**src/design/ffvd_pkg.sv**
```systemverilog
// Shared types and constants for the form field value decoder.
// Depends on nothing; used by ffvd_step and form_field_value_decoder.
package ffvd_pkg;

  localparam int MAX_KEY_BYTES = 8;
  localparam int NAME_IDX_W    = $clog2(MAX_KEY_BYTES + 1);
  localparam int MAX_RESULTS   = 4;
  localparam int RES_CNT_W     = $clog2(MAX_RESULTS + 1);
  localparam int CFG_ADDR_W    = 5;
  localparam int CFG_DATA_W    = 64;

  // Register indexes (byte address is 8 * index)
  localparam logic [1:0] REG_KEY_BYTES  = 2'd0;
  localparam logic [1:0] REG_KEY_LENGTH = 2'd1;
  localparam logic [1:0] REG_MAX_VALUE  = 2'd2;

  localparam logic [7:0] CH_NUL   = 8'h00;
  localparam logic [7:0] CH_AMP   = 8'h26;
  localparam logic [7:0] CH_EQ    = 8'h3D;
  localparam logic [7:0] CH_PLUS  = 8'h2B;
  localparam logic [7:0] CH_PCT   = 8'h25;
  localparam logic [7:0] CH_SPACE = 8'h20;

  typedef enum logic [1:0] {
    PH_MATCH,
    PH_SKIP,
    PH_VALUE,
    PH_DONE
  } phase_t;

  typedef struct packed {
    logic [7:0] body_byte;
    logic       body_last;
  } in_item_t;

  typedef struct packed {
    logic [7:0] value_byte;
    logic       byte_valid;
    logic       value_end;
    logic       found;
  } out_item_t;

  typedef struct packed {
    logic [63:0] key_bytes;
    logic [3:0]  key_size;
    logic [7:0]  max_value_bytes;
  } cfg_t;

  typedef struct packed {
    phase_t                phase;
    logic [NAME_IDX_W-1:0] name_index;
    logic [1:0]            escape_stage;
    logic [7:0]            held_digit;
    logic [7:0]            written_count;
    logic                  found_flag;
  } parse_st_t;

  localparam parse_st_t ST_RESET = '{
    phase:         PH_MATCH,
    name_index:    '0,
    escape_stage:  2'd0,
    held_digit:    8'd0,
    written_count: 8'd0,
    found_flag:    1'b0
  };

  typedef out_item_t [MAX_RESULTS-1:0] res_list_t;

endpackage

```
**src/design/ffvd_step.sv**
```systemverilog
// One-item parse step: next parse state and the result list for one body byte.
// Depends on ffvd_pkg.
module ffvd_step (
  input  ffvd_pkg::cfg_t                  cfg,
  input  ffvd_pkg::parse_st_t             st,
  input  ffvd_pkg::in_item_t              item,
  output ffvd_pkg::parse_st_t             st_nxt,
  output ffvd_pkg::res_list_t             res,
  output logic [ffvd_pkg::RES_CNT_W-1:0]  res_cnt
);

  localparam int RES_CNT_W = ffvd_pkg::RES_CNT_W;

  typedef struct packed {
    ffvd_pkg::parse_st_t             st;
    ffvd_pkg::res_list_t             res;
    logic [ffvd_pkg::RES_CNT_W-1:0]  cnt;
  } work_t;

  function automatic logic is_hex(logic [7:0] c);
    return (c >= "0" && c <= "9") || (c >= "a" && c <= "f") || (c >= "A" && c <= "F");
  endfunction

  function automatic logic [3:0] hex_val(logic [7:0] c);
    logic [7:0] v;
    if (c >= "0" && c <= "9") v = c - 8'h30;
    else if (c >= "a" && c <= "f") v = c - 8'h57;
    else v = c - 8'h37;
    return v[3:0];
  endfunction

  // Results beyond the list depth are dropped
  function automatic work_t push(work_t w, ffvd_pkg::out_item_t r);
    work_t o;
    o = w;
    if (w.cnt < RES_CNT_W'(ffvd_pkg::MAX_RESULTS)) begin
      o.res[w.cnt[$clog2(ffvd_pkg::MAX_RESULTS)-1:0]] = r;
      o.cnt = w.cnt + 1'b1;
    end
    return o;
  endfunction

  function automatic work_t emit(work_t w, logic [7:0] b, logic [7:0] max_b);
    work_t               o;
    ffvd_pkg::out_item_t r;
    r = '{value_byte: b, byte_valid: 1'b1, value_end: 1'b0, found: 1'b0};
    o = push(w, r);
    o.st.written_count = w.st.written_count + 8'd1;
    if (o.st.written_count >= max_b) begin
      o.st.phase        = ffvd_pkg::PH_DONE;
      o.st.escape_stage = 2'd0;
    end
    return o;
  endfunction

  function automatic work_t take_plain(work_t w, logic [7:0] b, logic [7:0] max_b);
    work_t o;
    o = w;
    if (b == ffvd_pkg::CH_NUL || b == ffvd_pkg::CH_AMP) o.st.phase = ffvd_pkg::PH_DONE;
    else if (b == ffvd_pkg::CH_PLUS) o = emit(w, ffvd_pkg::CH_SPACE, max_b);
    else if (b == ffvd_pkg::CH_PCT) o.st.escape_stage = 2'd1;
    else o = emit(w, b, max_b);
    return o;
  endfunction

  function automatic work_t value_in(work_t w, logic [7:0] b, logic [7:0] max_b);
    work_t o;
    o = w;
    if (w.st.escape_stage == 2'd1) begin
      if (is_hex(b)) begin
        o.st.held_digit   = b;
        o.st.escape_stage = 2'd2;
      end else begin
        o.st.escape_stage = 2'd0;
        o = emit(o, ffvd_pkg::CH_PCT, max_b);
        if (o.st.phase == ffvd_pkg::PH_VALUE) o = take_plain(o, b, max_b);
      end
    end else if (w.st.escape_stage == 2'd2) begin
      o.st.escape_stage = 2'd0;
      if (is_hex(b) && is_hex(w.st.held_digit)) begin
        o = emit(o, {hex_val(w.st.held_digit), hex_val(b)}, max_b);
      end else begin
        // bad pair: literal '%' then both bytes again as plain value bytes
        o = emit(o, ffvd_pkg::CH_PCT, max_b);
        if (o.st.phase == ffvd_pkg::PH_VALUE) o = take_plain(o, w.st.held_digit, max_b);
        if (o.st.phase == ffvd_pkg::PH_VALUE) o = take_plain(o, b, max_b);
      end
    end else begin
      o = take_plain(w, b, max_b);
    end
    return o;
  endfunction

  function automatic work_t name_in(work_t w, logic [7:0] b, ffvd_pkg::cfg_t c);
    work_t                           o;
    logic [ffvd_pkg::NAME_IDX_W-1:0] klen;
    logic [7:0]                      kc;
    o    = w;
    klen = (c.key_size > 4'(ffvd_pkg::MAX_KEY_BYTES))
         ? ffvd_pkg::NAME_IDX_W'(ffvd_pkg::MAX_KEY_BYTES)
         : ffvd_pkg::NAME_IDX_W'(c.key_size);
    kc   = c.key_bytes[8*w.st.name_index[2:0] +: 8];
    if (b == ffvd_pkg::CH_NUL) begin
      o.st.phase = ffvd_pkg::PH_DONE;
    end else if (w.st.phase == ffvd_pkg::PH_SKIP) begin
      if (b == ffvd_pkg::CH_AMP) begin
        o.st.phase      = ffvd_pkg::PH_MATCH;
        o.st.name_index = '0;
      end
    end else if (w.st.name_index < klen) begin
      if (b == kc) o.st.name_index = w.st.name_index + 1'b1;
      else if (b == ffvd_pkg::CH_AMP) o.st.name_index = '0;
      else o.st.phase = ffvd_pkg::PH_SKIP;
    end else if (b == ffvd_pkg::CH_EQ) begin
      o.st.found_flag    = 1'b1;
      o.st.written_count = 8'd0;
      o.st.escape_stage  = 2'd0;
      o.st.phase = (c.max_value_bytes == 8'd0) ? ffvd_pkg::PH_DONE : ffvd_pkg::PH_VALUE;
    end else if (b == ffvd_pkg::CH_AMP) begin
      o.st.name_index = '0;
    end else begin
      o.st.phase = ffvd_pkg::PH_SKIP;
    end
    return o;
  endfunction

  function automatic work_t feed(work_t w, logic [7:0] b, ffvd_pkg::cfg_t c);
    work_t o;
    o = w;
    if (w.st.phase == ffvd_pkg::PH_MATCH || w.st.phase == ffvd_pkg::PH_SKIP)
      o = name_in(w, b, c);
    else if (w.st.phase == ffvd_pkg::PH_VALUE)
      o = value_in(w, b, c.max_value_bytes);
    return o;
  endfunction

  work_t               w;
  ffvd_pkg::out_item_t marker;

  always_comb begin
    w     = '0;
    w.st  = st;
    w     = feed(w, item.body_byte, cfg);
    marker = '{value_byte: 8'd0, byte_valid: 1'b0, value_end: 1'b1, found: 1'b0};
    if (item.body_last) begin
      // body end acts as a trailing zero byte, then the end marker
      w            = feed(w, ffvd_pkg::CH_NUL, cfg);
      marker.found = w.st.found_flag;
      w            = push(w, marker);
      w.st         = ffvd_pkg::ST_RESET;
    end
  end

  assign st_nxt  = w.st;
  assign res     = w.res;
  assign res_cnt = w.cnt;

endmodule

```
**src/design/form_field_value_decoder.sv**
```systemverilog
// Top level of the form field value decoder: config registers, input register,
// result list buffer. Depends on ffvd_pkg and ffvd_step.
//
// Streams the bytes of a form-encoded body (one byte per transfer on in_*) and
// picks out the value of the first field whose name equals key_bytes/key_size,
// decoding '+' and %XX escapes on the fly. Each body byte yields zero to four
// result transfers on out_*: decoded bytes (byte_valid=1) and, on the byte
// flagged body_last, one end marker (value_end=1, found=key seen). If a byte
// would produce more than four results the trailing ones are dropped. The
// block sustains one byte per cycle for bytes with at most one result while
// out_stall is low; a byte with more results holds the input while the
// four-entry result buffer drains through the single output port. Registers
// sit on the APB port at byte addresses 0 (key_bytes, 64 bit), 8 (key_size)
// and 16 (max_value_bytes); writes take effect immediately and should be made
// while the block is idle.
module form_field_value_decoder (
  input  logic                               clk,
  input  logic                               rst_n,
  // input byte stream
  input  logic                               in_valid,
  output logic                               in_stall,
  input  ffvd_pkg::in_item_t                 in_data,
  // decoded result stream
  output logic                               out_valid,
  input  logic                               out_stall,
  output ffvd_pkg::out_item_t                out_data,
  // register port
  input  logic                               psel,
  input  logic                               penable,
  input  logic                               pwrite,
  input  logic [ffvd_pkg::CFG_ADDR_W-1:0]    paddr,
  input  logic [ffvd_pkg::CFG_DATA_W-1:0]    pwdata,
  output logic [ffvd_pkg::CFG_DATA_W-1:0]    prdata,
  output logic                               pready
);

  localparam int NRES   = ffvd_pkg::MAX_RESULTS;
  localparam int CNT_W  = ffvd_pkg::RES_CNT_W;

  // ---------------- configuration registers ----------------
  ffvd_pkg::cfg_t cfg_r;
  logic           cfg_wr;
  logic [1:0]     reg_sel;

  assign pready  = 1'b1;
  assign cfg_wr  = psel && penable && pwrite && pready;
  assign reg_sel = paddr[4:3];

  always_ff @(posedge clk) begin
    if (!rst_n) begin
      cfg_r.key_bytes       <= 64'd0;
      cfg_r.key_size        <= 4'd4;
      cfg_r.max_value_bytes <= 8'd255;
    end else if (cfg_wr) begin
      case (reg_sel)
        ffvd_pkg::REG_KEY_BYTES:  cfg_r.key_bytes       <= pwdata;
        ffvd_pkg::REG_KEY_LENGTH: cfg_r.key_size        <= pwdata[3:0];
        ffvd_pkg::REG_MAX_VALUE:  cfg_r.max_value_bytes <= pwdata[7:0];
        default: ;
      endcase
    end
  end

  always_comb begin
    case (reg_sel)
      ffvd_pkg::REG_KEY_BYTES:  prdata = cfg_r.key_bytes;
      ffvd_pkg::REG_KEY_LENGTH: prdata = {60'd0, cfg_r.key_size};
      ffvd_pkg::REG_MAX_VALUE:  prdata = {56'd0, cfg_r.max_value_bytes};
      default:                  prdata = '0;
    endcase
  end

  // ---------------- input register ----------------
  ffvd_pkg::in_item_t in_r;
  logic               in_vld_r;
  logic               in_acc;
  logic               out_acc;
  logic               fire;   // input register item is processed this cycle

  // result buffer: entry 0 is presented on the output
  ffvd_pkg::res_list_t res_r;
  logic [CNT_W-1:0]    res_cnt_r;

  assign out_acc  = out_valid && !out_stall;
  // process when the buffer is empty or its last entry leaves now
  assign fire     = in_vld_r && ((res_cnt_r == '0) ||
                                 (res_cnt_r == CNT_W'(1) && out_acc));
  assign in_stall = in_vld_r && !fire;
  assign in_acc   = in_valid && !in_stall;

  always_ff @(posedge clk) begin
    if (!rst_n) begin
      in_vld_r <= 1'b0;
    end else if (in_acc) begin
      in_vld_r <= 1'b1;
    end else if (fire) begin
      in_vld_r <= 1'b0;
    end
  end

  always_ff @(posedge clk) begin
    if (in_acc) begin
      in_r <= in_data;
    end
  end

  // ---------------- parse step ----------------
  ffvd_pkg::parse_st_t st_r;
  ffvd_pkg::parse_st_t st_nxt;
  ffvd_pkg::res_list_t step_res;
  logic [CNT_W-1:0]    step_cnt;

  ffvd_step u_step (
    .cfg     (cfg_r),
    .st      (st_r),
    .item    (in_r),
    .st_nxt  (st_nxt),
    .res     (step_res),
    .res_cnt (step_cnt)
  );

  always_ff @(posedge clk) begin
    if (!rst_n) begin
      st_r <= ffvd_pkg::ST_RESET;
    end else if (fire) begin
      st_r <= st_nxt;
    end
  end

  // ---------------- result buffer ----------------
  always_ff @(posedge clk) begin
    if (!rst_n) begin
      res_cnt_r <= '0;
    end else if (fire) begin
      res_cnt_r <= step_cnt;
    end else if (out_acc) begin
      res_cnt_r <= res_cnt_r - 1'b1;
    end
  end

  always_ff @(posedge clk) begin
    if (fire) begin
      res_r <= step_res;
    end else if (out_acc) begin
      for (int i = 0; i < NRES - 1; i++) begin
        res_r[i] <= res_r[i+1];
      end
    end
  end

  assign out_valid = (res_cnt_r != '0);
  assign out_data  = res_r[0];

  // ---------------- assertions ----------------
  a_cnt_bound: assert property (@(posedge clk) disable iff (!rst_n)
    res_cnt_r <= CNT_W'(NRES))
    else $error("result buffer count out of range");

  a_marker_last: assert property (@(posedge clk) disable iff (!rst_n)
    (out_valid && out_data.value_end) |-> (res_cnt_r == CNT_W'(1) && !out_data.byte_valid))
    else $error("end marker is not the final result of its byte");

  a_body_clear: assert property (@(posedge clk) disable iff (!rst_n)
    (fire && in_r.body_last) |=> (st_r.phase == ffvd_pkg::PH_MATCH && !st_r.found_flag))
    else $error("parse state not cleared after body end");

  a_no_growth: assert property (@(posedge clk) disable iff (!rst_n)
    (!fire && res_cnt_r != '0) |=> (res_cnt_r <= $past(res_cnt_r)))
    else $error("result buffer grew without a processed byte");

endmodule

```
**config.mk**
```make
export PLATFORM = sky130hd
export DESIGN_NAME = form_field_value_decoder
export DESIGN_NICKNAME = d
export VERILOG_FILES = /design/src/design/ffvd_pkg.sv /design/src/design/ffvd_step.sv /design/src/design/form_field_value_decoder.sv
export SDC_FILE = /design/constraint.sdc
export NUM_CORES = 1
export LEC_CHECK = 0
export ABC_CLOCK_PERIOD_IN_PS = 20000
export BUFFER_PORTS_ARGS = -buffer_cell sky130_fd_sc_hd__buf_2
export CORE_MARGIN = 1.5
export CORE_UTILIZATION = 60
export CTS_CLUSTER_SIZE = 20
export DETAILED_ROUTE_END_ITERATION = 7
export MAX_ROUTING_LAYER = met4
export PLACE_DENSITY_LB_ADDON = 0.1
export SLEW_MARGIN = 25
export SYNTH_ARGS = -nofsm -noshare
export SYNTH_HDL_FRONTEND = slang
export SYNTH_SLANG_ARGS = --single-unit
```
**constraint.sdc**
```tcl
create_clock -name clk -period 20 [get_ports clk]
set_clock_uncertainty 0.05 [all_clocks]
set_input_delay 4 -clock clk [delete_from_list [all_inputs] [get_ports clk]]
set_output_delay 4 -clock clk [all_outputs]
set_load 0.005 [all_outputs]
```
Yosys cells after proc, flatten, opt, wreduce, memory -nomap -nowiden
Index checks and enable logic that the tools add are counted.
{"block": "word_totals", "inputBits": 85, "elab_cells": 331, "register_bits": 158}
{"block": "op_classes", "order_cmp": 37, "n_eq_ne": 26, "bitwise": 15, "n_reduce_logical": 47, "mux": 157, "add_sub_neg": 19, "shift": 1}
{"op": "$mux 72", "n": 25}
{"op": "$mux 47", "n": 15}
{"op": "$mux 70", "n": 5}
{"op": "$mux 56", "n": 6}
{"op": "$mux 48", "n": 5}
{"op": "$bwmux 44", "n": 5}
{"op": "$pmux 64 s3", "n": 1}
{"op": "$not 36->36", "n": 4}
{"op": "$demux 11 s2", "n": 6}
{"op": "$mux 14", "n": 9}
{"op": "$mux 2", "n": 42}
{"op": "$eq 8x6->1 const B", "n": 10}
{"op": "$and 36x36->36", "n": 2}
{"op": "$and 9x36->36", "n": 2}
{"op": "$mux 11", "n": 6}
{"op": "$mux 33", "n": 2}
{"op": "$shiftx 64x7->8", "n": 1}
{"op": "$mux 6", "n": 10}
{"op": "$add 8x1->8 const B", "n": 5}
{"op": "$ge 8x8->1", "n": 5}
{"op": "$mux 9", "n": 4}
{"op": "$ge 8x7->1 const B", "n": 4}
{"op": "$le 8x7->1 const B", "n": 4}
{"op": "$logic_not 8->1", "n": 4}
{"op": "33 further kinds", "n": 120}

Longest topological paths before layout
Gate-level depths: netlist of the first run.
{"block": "logic_depth", "word_depth": 80, "depth_mapped": 39, "ltp_nobuf": 35}

Modules after synthesis
A second synthesis of the first run with hierarchy kept.
{"block": "unflattened", "cells_unflattened": 1682, "area_unflattened_um2": 13307.8}
{"mod": "form_field_value_decoder", "cells_per_inst": 726, "area_each_um2": 6940.4, "instances": 1}
{"mod": "ffvd_step", "cells_per_inst": 956, "area_each_um2": 6367.4, "instances": 1}

Worst setup path before layout of the first run
No wires, ideal clock.
{"block": "synth_path", "kind": "input -> output", "startpoint": "in paddr[4] in the netlist's numbering", "endpoint": "out prdata[0] in the netlist's numbering", "path_slack_ns": 11.237, "path_buffers": 1, "path_stages": 4, "t_required_ns": 15.950, "t_arrival_ns": 4.713, "path_cell_list": "buf_1 -> nor2b_1 -> nand2_1 -> o21ai_0"}
{"block": "synth_between", "elab_chain_cells": 2, "elab_cells_between_ends": 4}
{"item": "start, declared", "line_no": "form_field_value_decoder.sv:31", "text": "input logic [ffvd_pkg::CFG_ADDR_W-1:0] paddr,"}
{"item": "$eq 2x2->1 (tied with other cells)", "line_no": "form_field_value_decoder.sv:65", "text": "case (reg_sel)"}
{"item": "$pmux 64 s3 *", "line_no": "form_field_value_decoder.sv:65"}
{"item": "end, declared", "line_no": "form_field_value_decoder.sv:33", "text": "output logic [ffvd_pkg::CFG_DATA_W-1:0] prdata,"}
Every way passes the cells marked *; elsewhere a longest branch is shown, timed or not.

Worst setup path after layout of the first run
{"block": "layout_path", "startpoint": "reg st_r[1] in the netlist's numbering", "endpoint": "reg res_r[18] in the netlist's numbering (data pin)"}
{"block": "layout_between", "elab_chain_cells": 58, "elab_cells_between_ends": 151}
{"item": "start, declared", "line_no": "form_field_value_decoder.sv:108", "text": "ffvd_pkg::parse_st_t st_r;"}
{"item": "start signal, assigned", "line_no": "form_field_value_decoder.sv:124", "text": "st_r <= ffvd_pkg::ST_RESET;"}
{"item": "start signal, assigned", "line_no": "form_field_value_decoder.sv:126", "text": "st_r <= st_nxt;"}
{"item": "parallel branches: the longest is 25 deep, another holds $add 8x1->8"}
{"item": "$mux 72 *", "line_no": "ffvd_step.sv:130", "text": "if (w.st.phase == ffvd_pkg::PH_MATCH || w.st.phase == ffvd_pkg::PH_SKIP)"}
{"item": "parallel branches: the longest is 30 deep, another holds $add 8x1->8"}
{"item": "$mux 72 *", "line_no": "ffvd_step.sv:145", "text": "if (item.body_last) begin"}
{"item": "$mux 33 *", "line_no": "form_field_value_decoder.sv:142", "text": "if (fire) begin"}
{"item": "end signal, assigned", "line_no": "form_field_value_decoder.sv:143", "text": "res_r <= step_res;"}
{"item": "end signal, assigned by index", "line_no": "form_field_value_decoder.sv:146", "text": "res_r[i] <= res_r[i+1];"}
{"item": "end, declared", "line_no": "form_field_value_decoder.sv:81", "text": "ffvd_pkg::res_list_t res_r;"}
Mark *: on every way between the ends. The select of a mux whose other input is x is not followed.
A chain may end at the register's enable or synchronous reset.

==> results_dict.tcl, run 1 <==
set metrics [dict create \
    grt_max_degree 91 \
    post_cts.repair.setup_buffers 0 \
    grt_first_pass_wirelength_mm 70.6 \
    clock_tree.root_cell "sky130_fd_sc_hd__clkbuf_16" \
    syn_nets 1790 \
    insertion_delay_ns 0.45 \
    dp.final_hpwl_mm 32.8 \
    place.detailed.instances 1973 \
    synth_seq_cells 158 \
    detail_route.wl_per_cell_um 22.8 \
    grt_pass1_vias 12600 \
    antenna_found_initial 0 \
    finalNonFillerCells 2005 \
    max_slew.worst_pin.slew_ns 1.10 \
    number_of_enable_flip_flop_cells_after_synthesis 53 \
    timing.critical_path.from "st_r[1]" \
    power.ir.vdd_worst_v 0.0000584 \
    drt_first_iter_violations 1728 \
    global_route.usage.total 0.428 \
    die_area_mm2 0.0219 \
    power.density_mw_per_mm2 64.6 \
    fmaxAchievable_ghz 0.0959 \
    core-area_mm2 0.0204 \
    drc 0 \
    antenna_cells_inserted 0 \
    critPathSlowestCell "sky130_fd_sc_hd__dfxtp_1" \
    timing.critical_path.fanout_max 18 \
    synth_ff_type "sky130_fd_sc_hd__dfxtp_1" \
    most_frequent_cells_in_the_layout "268 x sky130_fd_sc_hd__nand2_1, 158 x sky130_fd_sc_hd__buf_2, 146 x sky130_fd_sc_hd__a21oi_1" \
    required_time_at_the_worst_slack_endpoint_ns 20.19 \
    final_hold_viol_count 0 \
    post_route_cells_drive_above_1_share 0.146 \
    die_w_um 148 \
    tritoncts_clock_tree "built" \
    report.final.slew_viol_count 0 \
    setup_tns_ns 0 \
    finalWeightedCongestion 1.05 \
    routed_wirelength_mm 45.7 \
    post_synth_arst_share 0 \
    timing.critical_path.to_type "flip-flop" \
    max_cap_violations 0 \
    initial_utilization 0.618 \
    grt_overflow 0 \
    status "finished, final reports clean" \
    synth_cell_types 93 \
    route.vias.total 13600 \
    syn_inst 1637 \
    leakagePower_nw 5.65 \
    layout.filler_cells 1740 \
    antenna_left 0 \
    io_pins 163 \
    unrepaired_setup_endpoints_after_global_routing "no" \
    rr_startpoint "st_r[1]" \
    syn-cell-area_mm2 0.0126 \
    first_pass_iters 6 \
    syn_to_final_growth_pct 11.5 \
    min-delay-path-class "reg -> reg" \
    layout_commonest_cell "sky130_fd_sc_hd__nand2_1" \
    finalHoldWorstSlack_ns 0.417 \
    post_cts_resize_count 0 \
    cts_inserted_buffers 17 \
    syn-mean-instance-area_um2 7.71 \
    htreeDepth 4 \
    crit_top_cell "sky130_fd_sc_hd__ha_1" \
    worst_path_largest_cell_delay_ns 0.85 \
    min_from "cfg_r[31]" \
    clock-sinks 158 \
    synth_seq_area_share 0.292 \
    timing.critical_path.arrival_ns 10.61 \
    drt-vias-per-instance 6.77 \
    period_needed_ns 10.42 \
    maxSlewHeadroom 0.259 \
    worst-setup-path-type "reg -> reg" \
    cts.clk_slew.worst_paths_ns 0.08 \
    final_nets 1875 \
    setup_violations 0 \
    die_y_um 148 \
    numPortBuffers 158 \
    finalCritPeriodShare 0.521 \
    cts_hold_buf 0 \
    number_of_core_rows 52 \
    timing.critical_path.from_type "flip-flop" \
    clk_path_buf_depth 2 \
    synth_warnings 0 \
]
==> sequential cells by signal (all words and copies together) (netlist names) <==
signal,count
cfg_r,76
in_vld_r,1
res_cnt_r,3
res_r,33
st_r,25
out_data,11
in_r,9
==> worst paths after layout <==
kind | end | slack (ns) | cells past startpoint
max reg2reg | res_r[18] | 9.58 | 33
min reg2reg | cfg_r[31] | 0.42 | 2
max | res_r[18] | 9.58 | 33
min | cfg_r[31] | 0.42 | 2
==> power by group <==
| group | total, mW | internal [mW] | switching [mW] |
|---|---|---|---|
| sequential | 0.404 | 0.382 | 0.0219 |
| clock | 0.350 | 0.184 | 0.166 |
| combinational | 0.156 | 0.0535 | 0.102 |
==> cell families after synthesis <==
logic type / count (synthesis) / synth area share
buf+inv: 165 / 0.0544
mux: 52 / 0.0477
simple gates: 691 / 0.266
fa+ha+maj: 68 / 0.0674
xor+xnor: 50 / 0.0347
compound gates: 452 / 0.237
other cells: 1 / 0.000297
flops: 158 / 0.292
==> area by class of cell <==
type                    instances  area [µm²]  area share
repair buffers                182         971      0.0689
inverters                      49         184      0.0131
clock buffers                  19         475      0.0338
flip-flops and latches        158        3690       0.262
well taps                     270         338      0.0240
multi-input cells            1314        8260       0.587
clock inverters                13         160      0.0114
==> per-stage QoR <==
step	setup slack [ns]	area, µm²	total power, mW	utilization
5_1_grt	9.09	14100	0.939	0.689
2_1_floorplan	11.24	12600	0.511	-
6_report	9.58	14100	0.909	0.689
4_1_cts	9.89	14100	0.904	0.689
3_3_place_gp	10.06	13400	0.556	0.658
3_5_place_dp	9.92	13400	0.561	0.658
==> routing by layer <==
metal | track usage | up-vias | wire length (µm)
met1 | 0.556 | 6208 | 17400
met4 | 0.200 | 0 | 2420
met5 | - | - | 0
met2 | 0.630 | 1021 | 19900
li1 | - | 6149 | -
met3 | 0.101 | 195 | 5990
==> synth_stat cells (17+ instances only) <==
library cell,count,area [µm²]
sky130_fd_sc_hd__nand2_1,269,1010
sky130_fd_sc_hd__a21oi_1,146,731
sky130_fd_sc_hd__nor2_1,126,473
sky130_fd_sc_hd__dfxtp_1,105,2100
sky130_fd_sc_hd__clkbuf_1,87,327
sky130_fd_sc_hd__and2_1,69,432
sky130_fd_sc_hd__ha_1,68,851
sky130_fd_sc_hd__o21ai_0,66,330
sky130_fd_sc_hd__edfxtp_1,53,1590
sky130_fd_sc_hd__inv_1,45,169
sky130_fd_sc_hd__mux2i_1,44,440
sky130_fd_sc_hd__nand3_1,38,190
sky130_fd_sc_hd__nor3_1,36,180
sky130_fd_sc_hd__xnor2_1,33,289
sky130_fd_sc_hd__a22oi_1,31,233
sky130_fd_sc_hd__and3_1,27,169
sky130_fd_sc_hd__o31ai_1,26,195
sky130_fd_sc_hd__nand4_1,25,156
sky130_fd_sc_hd__a31oi_1,20,125
sky130_fd_sc_hd__o211ai_1,19,143
sky130_fd_sc_hd__xor2_1,17,149
==> worst max-delay path, delay by kind of cell, from the launching register on <==
family	cells	cell delay, ns
compound gates	11	3.63
simple gates	11	2.67
fa+ha+maj	4	1.41
flops	1	0.85
mux	2	0.76
buf+inv	3	0.49
xor+xnor	2	0.33
Power figures use the tool's default switching activity.
==> inputs of run 2 (changes only) <==
--- a/config.mk
+++ b/config.mk
@@ -5,7 +5,7 @@
 export SDC_FILE = /design/constraint.sdc
 export NUM_CORES = 1
 export LEC_CHECK = 0
-export ABC_CLOCK_PERIOD_IN_PS = 20000
+export ABC_CLOCK_PERIOD_IN_PS = 9770
 export BUFFER_PORTS_ARGS = -buffer_cell sky130_fd_sc_hd__buf_2
 export CORE_MARGIN = 1.5
 export CORE_UTILIZATION = 60
==> constraint.sdc (replaced) <==
create_clock -name clk -period 9.77 [get_ports clk]
set_clock_uncertainty 0.05 [all_clocks]
set_input_delay 1.954 -clock clk [delete_from_list [all_inputs] [get_ports clk]]
set_output_delay 1.954 -clock clk [all_outputs]
set_load 0.005 [all_outputs]
==> results_dict.tcl, run 2 (same netlist as run 1, synthesis figures left out) <==
set metrics [dict create \
    status "finished, final reports clean" \
    cts_inserted_buffers 17 \
    timing.critical_path.fanout_max 13 \
    final_hold_viol_count 0 \
    antenna_cells_inserted 0 \
    clk_path_buf_depth 2 \
    die_y_um 148 \
    setup_violations 0 \
    antenna_found_initial 0 \
    dp.final_hpwl_mm 36.5 \
    layout_commonest_cell "sky130_fd_sc_hd__nand2_1" \
    critPathSlowestCell "sky130_fd_sc_hd__or4_1" \
    fmaxAchievable_ghz 0.109 \
    drc 0 \
    finalHoldWorstSlack_ns 0.422 \
    report.final.slew_viol_count 0 \
    post_cts.repair.setup_buffers 0 \
    power.ir.vdd_worst_v 0.000105 \
    maxSlewHeadroom 0.257 \
    register_with_the_highest_flop_count "cfg_r" \
    io_pins 163 \
    timing.critical_path.to_type "flip-flop" \
    worst-setup-path-type "reg -> reg" \
    timing.critical_path.arrival_ns 9.39 \
    numPortBuffers 158 \
    first_pass_iters 6 \
    die_area_mm2 0.0219 \
    tritoncts_clock_tree "built" \
    post_route_total_power_mw 1.85 \
    finalWeightedCongestion 1.02 \
    die_w_um 148 \
    drt-vias-per-instance 7.01 \
    routed_wirelength_mm 50.5 \
    insertion_delay_ns 0.44 \
    timing.critical_path.from_type "flip-flop" \
    max_slew.worst_pin.slew_ns 1.11 \
    clock_tree.root_cell "sky130_fd_sc_hd__clkbuf_16" \
    global_route.usage.total 0.469 \
    leakagePower_nw 5.85 \
    crit_top_cell "sky130_fd_sc_hd__ha_1" \
    initial_utilization 0.618 \
    syn_to_final_growth_pct 13.9 \
    power.density_mw_per_mm2 129 \
    min-delay-path-class "reg -> reg" \
    cts.clk_slew.worst_paths_ns 0.07 \
    setup_tns_ns 0 \
    htreeDepth 4 \
    largest_register_ff_count 76 \
    largestRegisters "cfg_r (76), res_r (33), st_r (25)" \
    required_time_at_the_worst_slack_endpoint_ns 10.00 \
    grt_max_degree 76 \
    most_frequent_cells_in_the_layout "268 x sky130_fd_sc_hd__nand2_1, 158 x sky130_fd_sc_hd__buf_2, 146 x sky130_fd_sc_hd__a21oi_1" \
    drt_first_iter_violations 1698 \
    final_nets 1920 \
    max_cap_violations 0 \
    core-area_mm2 0.0204 \
    worst_path_largest_cell_delay_ns 0.58 \
    clock-sinks 158 \
    number_of_core_rows 52 \
    grt_overflow 0 \
    unrepaired_setup_endpoints_after_global_routing "no" \
    grt_first_pass_wirelength_mm 76.9 \
    finalCritPeriodShare 0.938 \
    antenna_left 0 \
    grt_pass1_vias 13700 \
    period_needed_ns 9.17 \
    post_route_cells_drive_above_1_share 0.170 \
    route.vias.total 14400 \
    detail_route.wl_per_cell_um 24.6 \
]
## run 2: cell types whose count changed in the layout (fill, tap and decap cells not counted), sizes merged
cell / previous run / this run
clkinv: 7 / 6
clkbuf: 19 / 18
buf: 182 / 227
inv: 54 / 57
clkinvlp: 1 / 0
## run 2: what timing repair did
item | CTS | global route
endpoints found under the setup margin | 0 | 5
hold buffers | 0 | 0
resized for setup | 0 | 2
## run 2: area by class of cell
class / instances / area, µm²
Timing Repair Buffer: 227 / 1310
Inverter: 49 / 184
Fill cell: 1574 / 6050
Multi-Input combinational cell: 1314 / 8270
Sequential cell: 158 / 3690
Tap cell: 270 / 338
Clock buffer: 18 / 439
Clock inverter: 14 / 141
## run 2: worst max-delay path, delay by kind of cell, from the launching register on
kind	cells	cell delay, ns
AND/OR/NAND/NOR	14	3.98
AO/OA/AOI/OAI	10	2.26
adder cells (fa/ha/maj)	4	1.27
flip-flops	1	0.53
buffers and inverters	3	0.48
XOR/XNOR	3	0.41
## run 2: routing by layer
metal	global-route usage	wire, µm	vias to the layer above
met4	0.300	3450	0
met5	-	0	-
li1	-	-	6254
met1	0.576	18400	6621
met3	0.122	6920	264
met2	0.685	21700	1240
## run 2: worst paths after layout
path         slack, ns  startpoint  depth (start not counted)     endpoint
max               0.60     st_r[1]                         34  out_data[5]
min               0.42   cfg_r[39]                          2    cfg_r[39]
max reg2reg       0.60     st_r[1]                         34  out_data[5]
min reg2reg       0.42   cfg_r[39]                          2    cfg_r[39]
## run 2: power breakdown
part	switching, mW	internal, mW	total [mW]
logic	0.223	0.113	0.336
registers	0.0462	0.783	0.829
clock network	0.339	0.348	0.688
total	0.609	1.24	1.85
## run 2: through the flow
step                      area (µm²)  std cells  utilization  worst slack [ns]
after floorplan                12600       1637            -              1.55
after global placement         13800       2018        0.675             0.792
after detailed placement       13800       2018        0.675             0.613
after CTS                      14400       2050        0.703             0.543
after global routing           14400       2050        0.704             0.225
final                          14400       2050        0.704             0.602
==> inputs of run 3 (changes only) <==
--- a/config.mk
+++ b/config.mk
@@ -11,7 +11,6 @@
 export CORE_UTILIZATION = 60
 export CTS_CLUSTER_SIZE = 20
 export DETAILED_ROUTE_END_ITERATION = 7
-export MAX_ROUTING_LAYER = met4
 export PLACE_DENSITY_LB_ADDON = 0.1
 export SLEW_MARGIN = 25
 export SYNTH_ARGS = -nofsm -noshare
==> results_dict.tcl, run 3 (same netlist as run 1, synthesis figures left out) <==
set metrics [dict create \
    status "finished, final reports clean" \
    register_with_the_highest_flop_count "cfg_r" \
    required_time_at_the_worst_slack_endpoint_ns 9.99 \
    cts_inserted_buffers 17 \
    leakagePower_nw 5.77 \
    htreeDepth 4 \
    dp.final_hpwl_mm 34.4 \
    crit_top_cell "sky130_fd_sc_hd__ha_1" \
    antenna_left 0 \
    io_pins 163 \
    number_of_core_rows 52 \
    worst_path_largest_cell_delay_ns 0.65 \
    final_hold_viol_count 0 \
    first_pass_iters 6 \
    min-delay-path-class "reg -> reg" \
    post_route_cells_drive_above_1_share 0.159 \
    cts_hold_buf 0 \
    timing.critical_path.from_type "flip-flop" \
    clock_tree.root_cell "sky130_fd_sc_hd__clkbuf_16" \
    largest_register_ff_count 76 \
    clk_path_buf_depth 2 \
    clock-sinks 158 \
    core-area_mm2 0.0204 \
    layout_commonest_cell "sky130_fd_sc_hd__nand2_1" \
    setup_violations 0 \
    layout.area.seq_mm2 0.00369 \
    insertion_delay_ns 0.45 \
    critPathSlowestCell "sky130_fd_sc_hd__dfxtp_1" \
    most_frequent_cells_in_the_layout "268 x sky130_fd_sc_hd__nand2_1, 158 x sky130_fd_sc_hd__buf_2, 146 x sky130_fd_sc_hd__a21oi_1" \
    worst-setup-path-type "reg -> reg" \
    antenna_found_initial 0 \
    route.vias.total 13700 \
    power.ir.vdd_worst_v 0.000130 \
    die_y_um 148 \
    cts.clk_slew.worst_paths_ns 0.08 \
    drt-vias-per-instance 6.74 \
    finalWeightedCongestion 1.05 \
    tritoncts_clock_tree "built" \
    setup_tns_ns 0 \
    routed_wirelength_mm 47.6 \
    antenna_cells_inserted 0 \
    switching_share 0.333 \
    pwr-share-comb 0.169 \
    timing.critical_path.arrival_ns 9.52 \
    cellInternalPower_mw 1.25 \
    final_nets 1901 \
    largestRegisters "cfg_r (76), res_r (33), st_r (25)" \
    multi_input_comb_area_mm2 0.00826 \
    clockPowerShare 0.386 \
    finalNonFillerCells 2031 \
    initial_utilization 0.618 \
    post_cts_resize_count 0 \
    drc 0 \
    detail_route.wl_per_cell_um 23.4 \
    maxSlewHeadroom 0.279 \
    fmaxAchievable_ghz 0.108 \
    unrepaired_setup_endpoints_after_global_routing "no" \
    share_seq_of_total_power 0.445 \
    drt_first_iter_violations 1614 \
    die_w_um 148 \
    grt_overflow 0 \
    max_slew.worst_pin.slew_ns 1.08 \
    timing.critical_path.fanout_max 11 \
    max_cap_violations 0 \
    numPortBuffers 158 \
    grt_first_pass_wirelength_mm 73.0 \
    report.final.slew_viol_count 0 \
    period_needed_ns 9.30 \
    finalCritPeriodShare 0.952 \
    grt_pass1_vias 13000 \
    layout.filler_cells 1729 \
    global_route.usage.total 0.431 \
    syn_to_final_growth_pct 13.0 \
    place.detailed.instances 1999 \
    switching_power_uw 622 \
    timing.critical_path.to_type "flip-flop" \
    grt_max_degree 92 \
    post_cts.repair.setup_buffers 0 \
    power.density_mw_per_mm2 131 \
    die_area_mm2 0.0219 \
]
-- run 3: layer usage --
metal  up-vias  track usage  routed length [µm]
li1       6203            -                   -
met1      6286        0.569               18600
met2      1014        0.667               20600
met3       188       0.0926                5790
met4         0        0.218                2580
met5         -            0                   0
-- run 3: power groups by stage --
stage / Clock [mW] / Sequential (mW) / Combinational (mW)
after floorplan: 0 / 0.814 / 0.233
after global placement: 0 / 0.841 / 0.301
after detailed placement: 0 / 0.844 / 0.310
after CTS: 0.720 / 0.829 / 0.312
after global routing: 0.748 / 0.836 / 0.343
final: 0.721 / 0.832 / 0.316
-- run 3: layout make-up --
class | instances | area share
Multi-Input combinational cell | 1314 | 0.579
Clock inverter | 15 | 0.0143
Sequential cell | 158 | 0.259
Inverter | 49 | 0.0129
Timing Repair Buffer | 208 | 0.0817
Tap cell | 270 | 0.0237
Clock buffer | 17 | 0.0298
-- run 3: stage by stage --
stage               power [mW]   util  area [µm²]  hold WS, ns  worst slack, ns
finish                    1.87  0.699       14300        0.417            0.471
floorplan                 1.05      -       12600        0.392             1.55
detailed placement        1.15  0.668       13600        0.407            0.819
global route              1.93  0.699       14300        0.437           0.0227
CTS                       1.86  0.699       14300        0.418            0.737
global placement          1.14  0.668       13600        0.398            0.999
-- run 3: critical path, delay by kind of cell, from the launching register on --
family	cells	cell delay (ns)
compound gates	14	2.98
simple gates	10	2.86
fa+ha+maj	4	1.30
buf+inv	4	0.66
flops	1	0.65
xor+xnor	3	0.60
-- run 3: path summary, 6_finish.rpt --
check                                from  slack [ns]        end  cells after the start
worst max-delay path              st_r[1]        0.47  res_r[31]                     35
worst min-delay path            cfg_r[30]        0.42  cfg_r[30]                      2
worst max register to register    st_r[1]        0.47  res_r[31]                     35
worst min register to register  cfg_r[30]        0.42  cfg_r[30]                      2
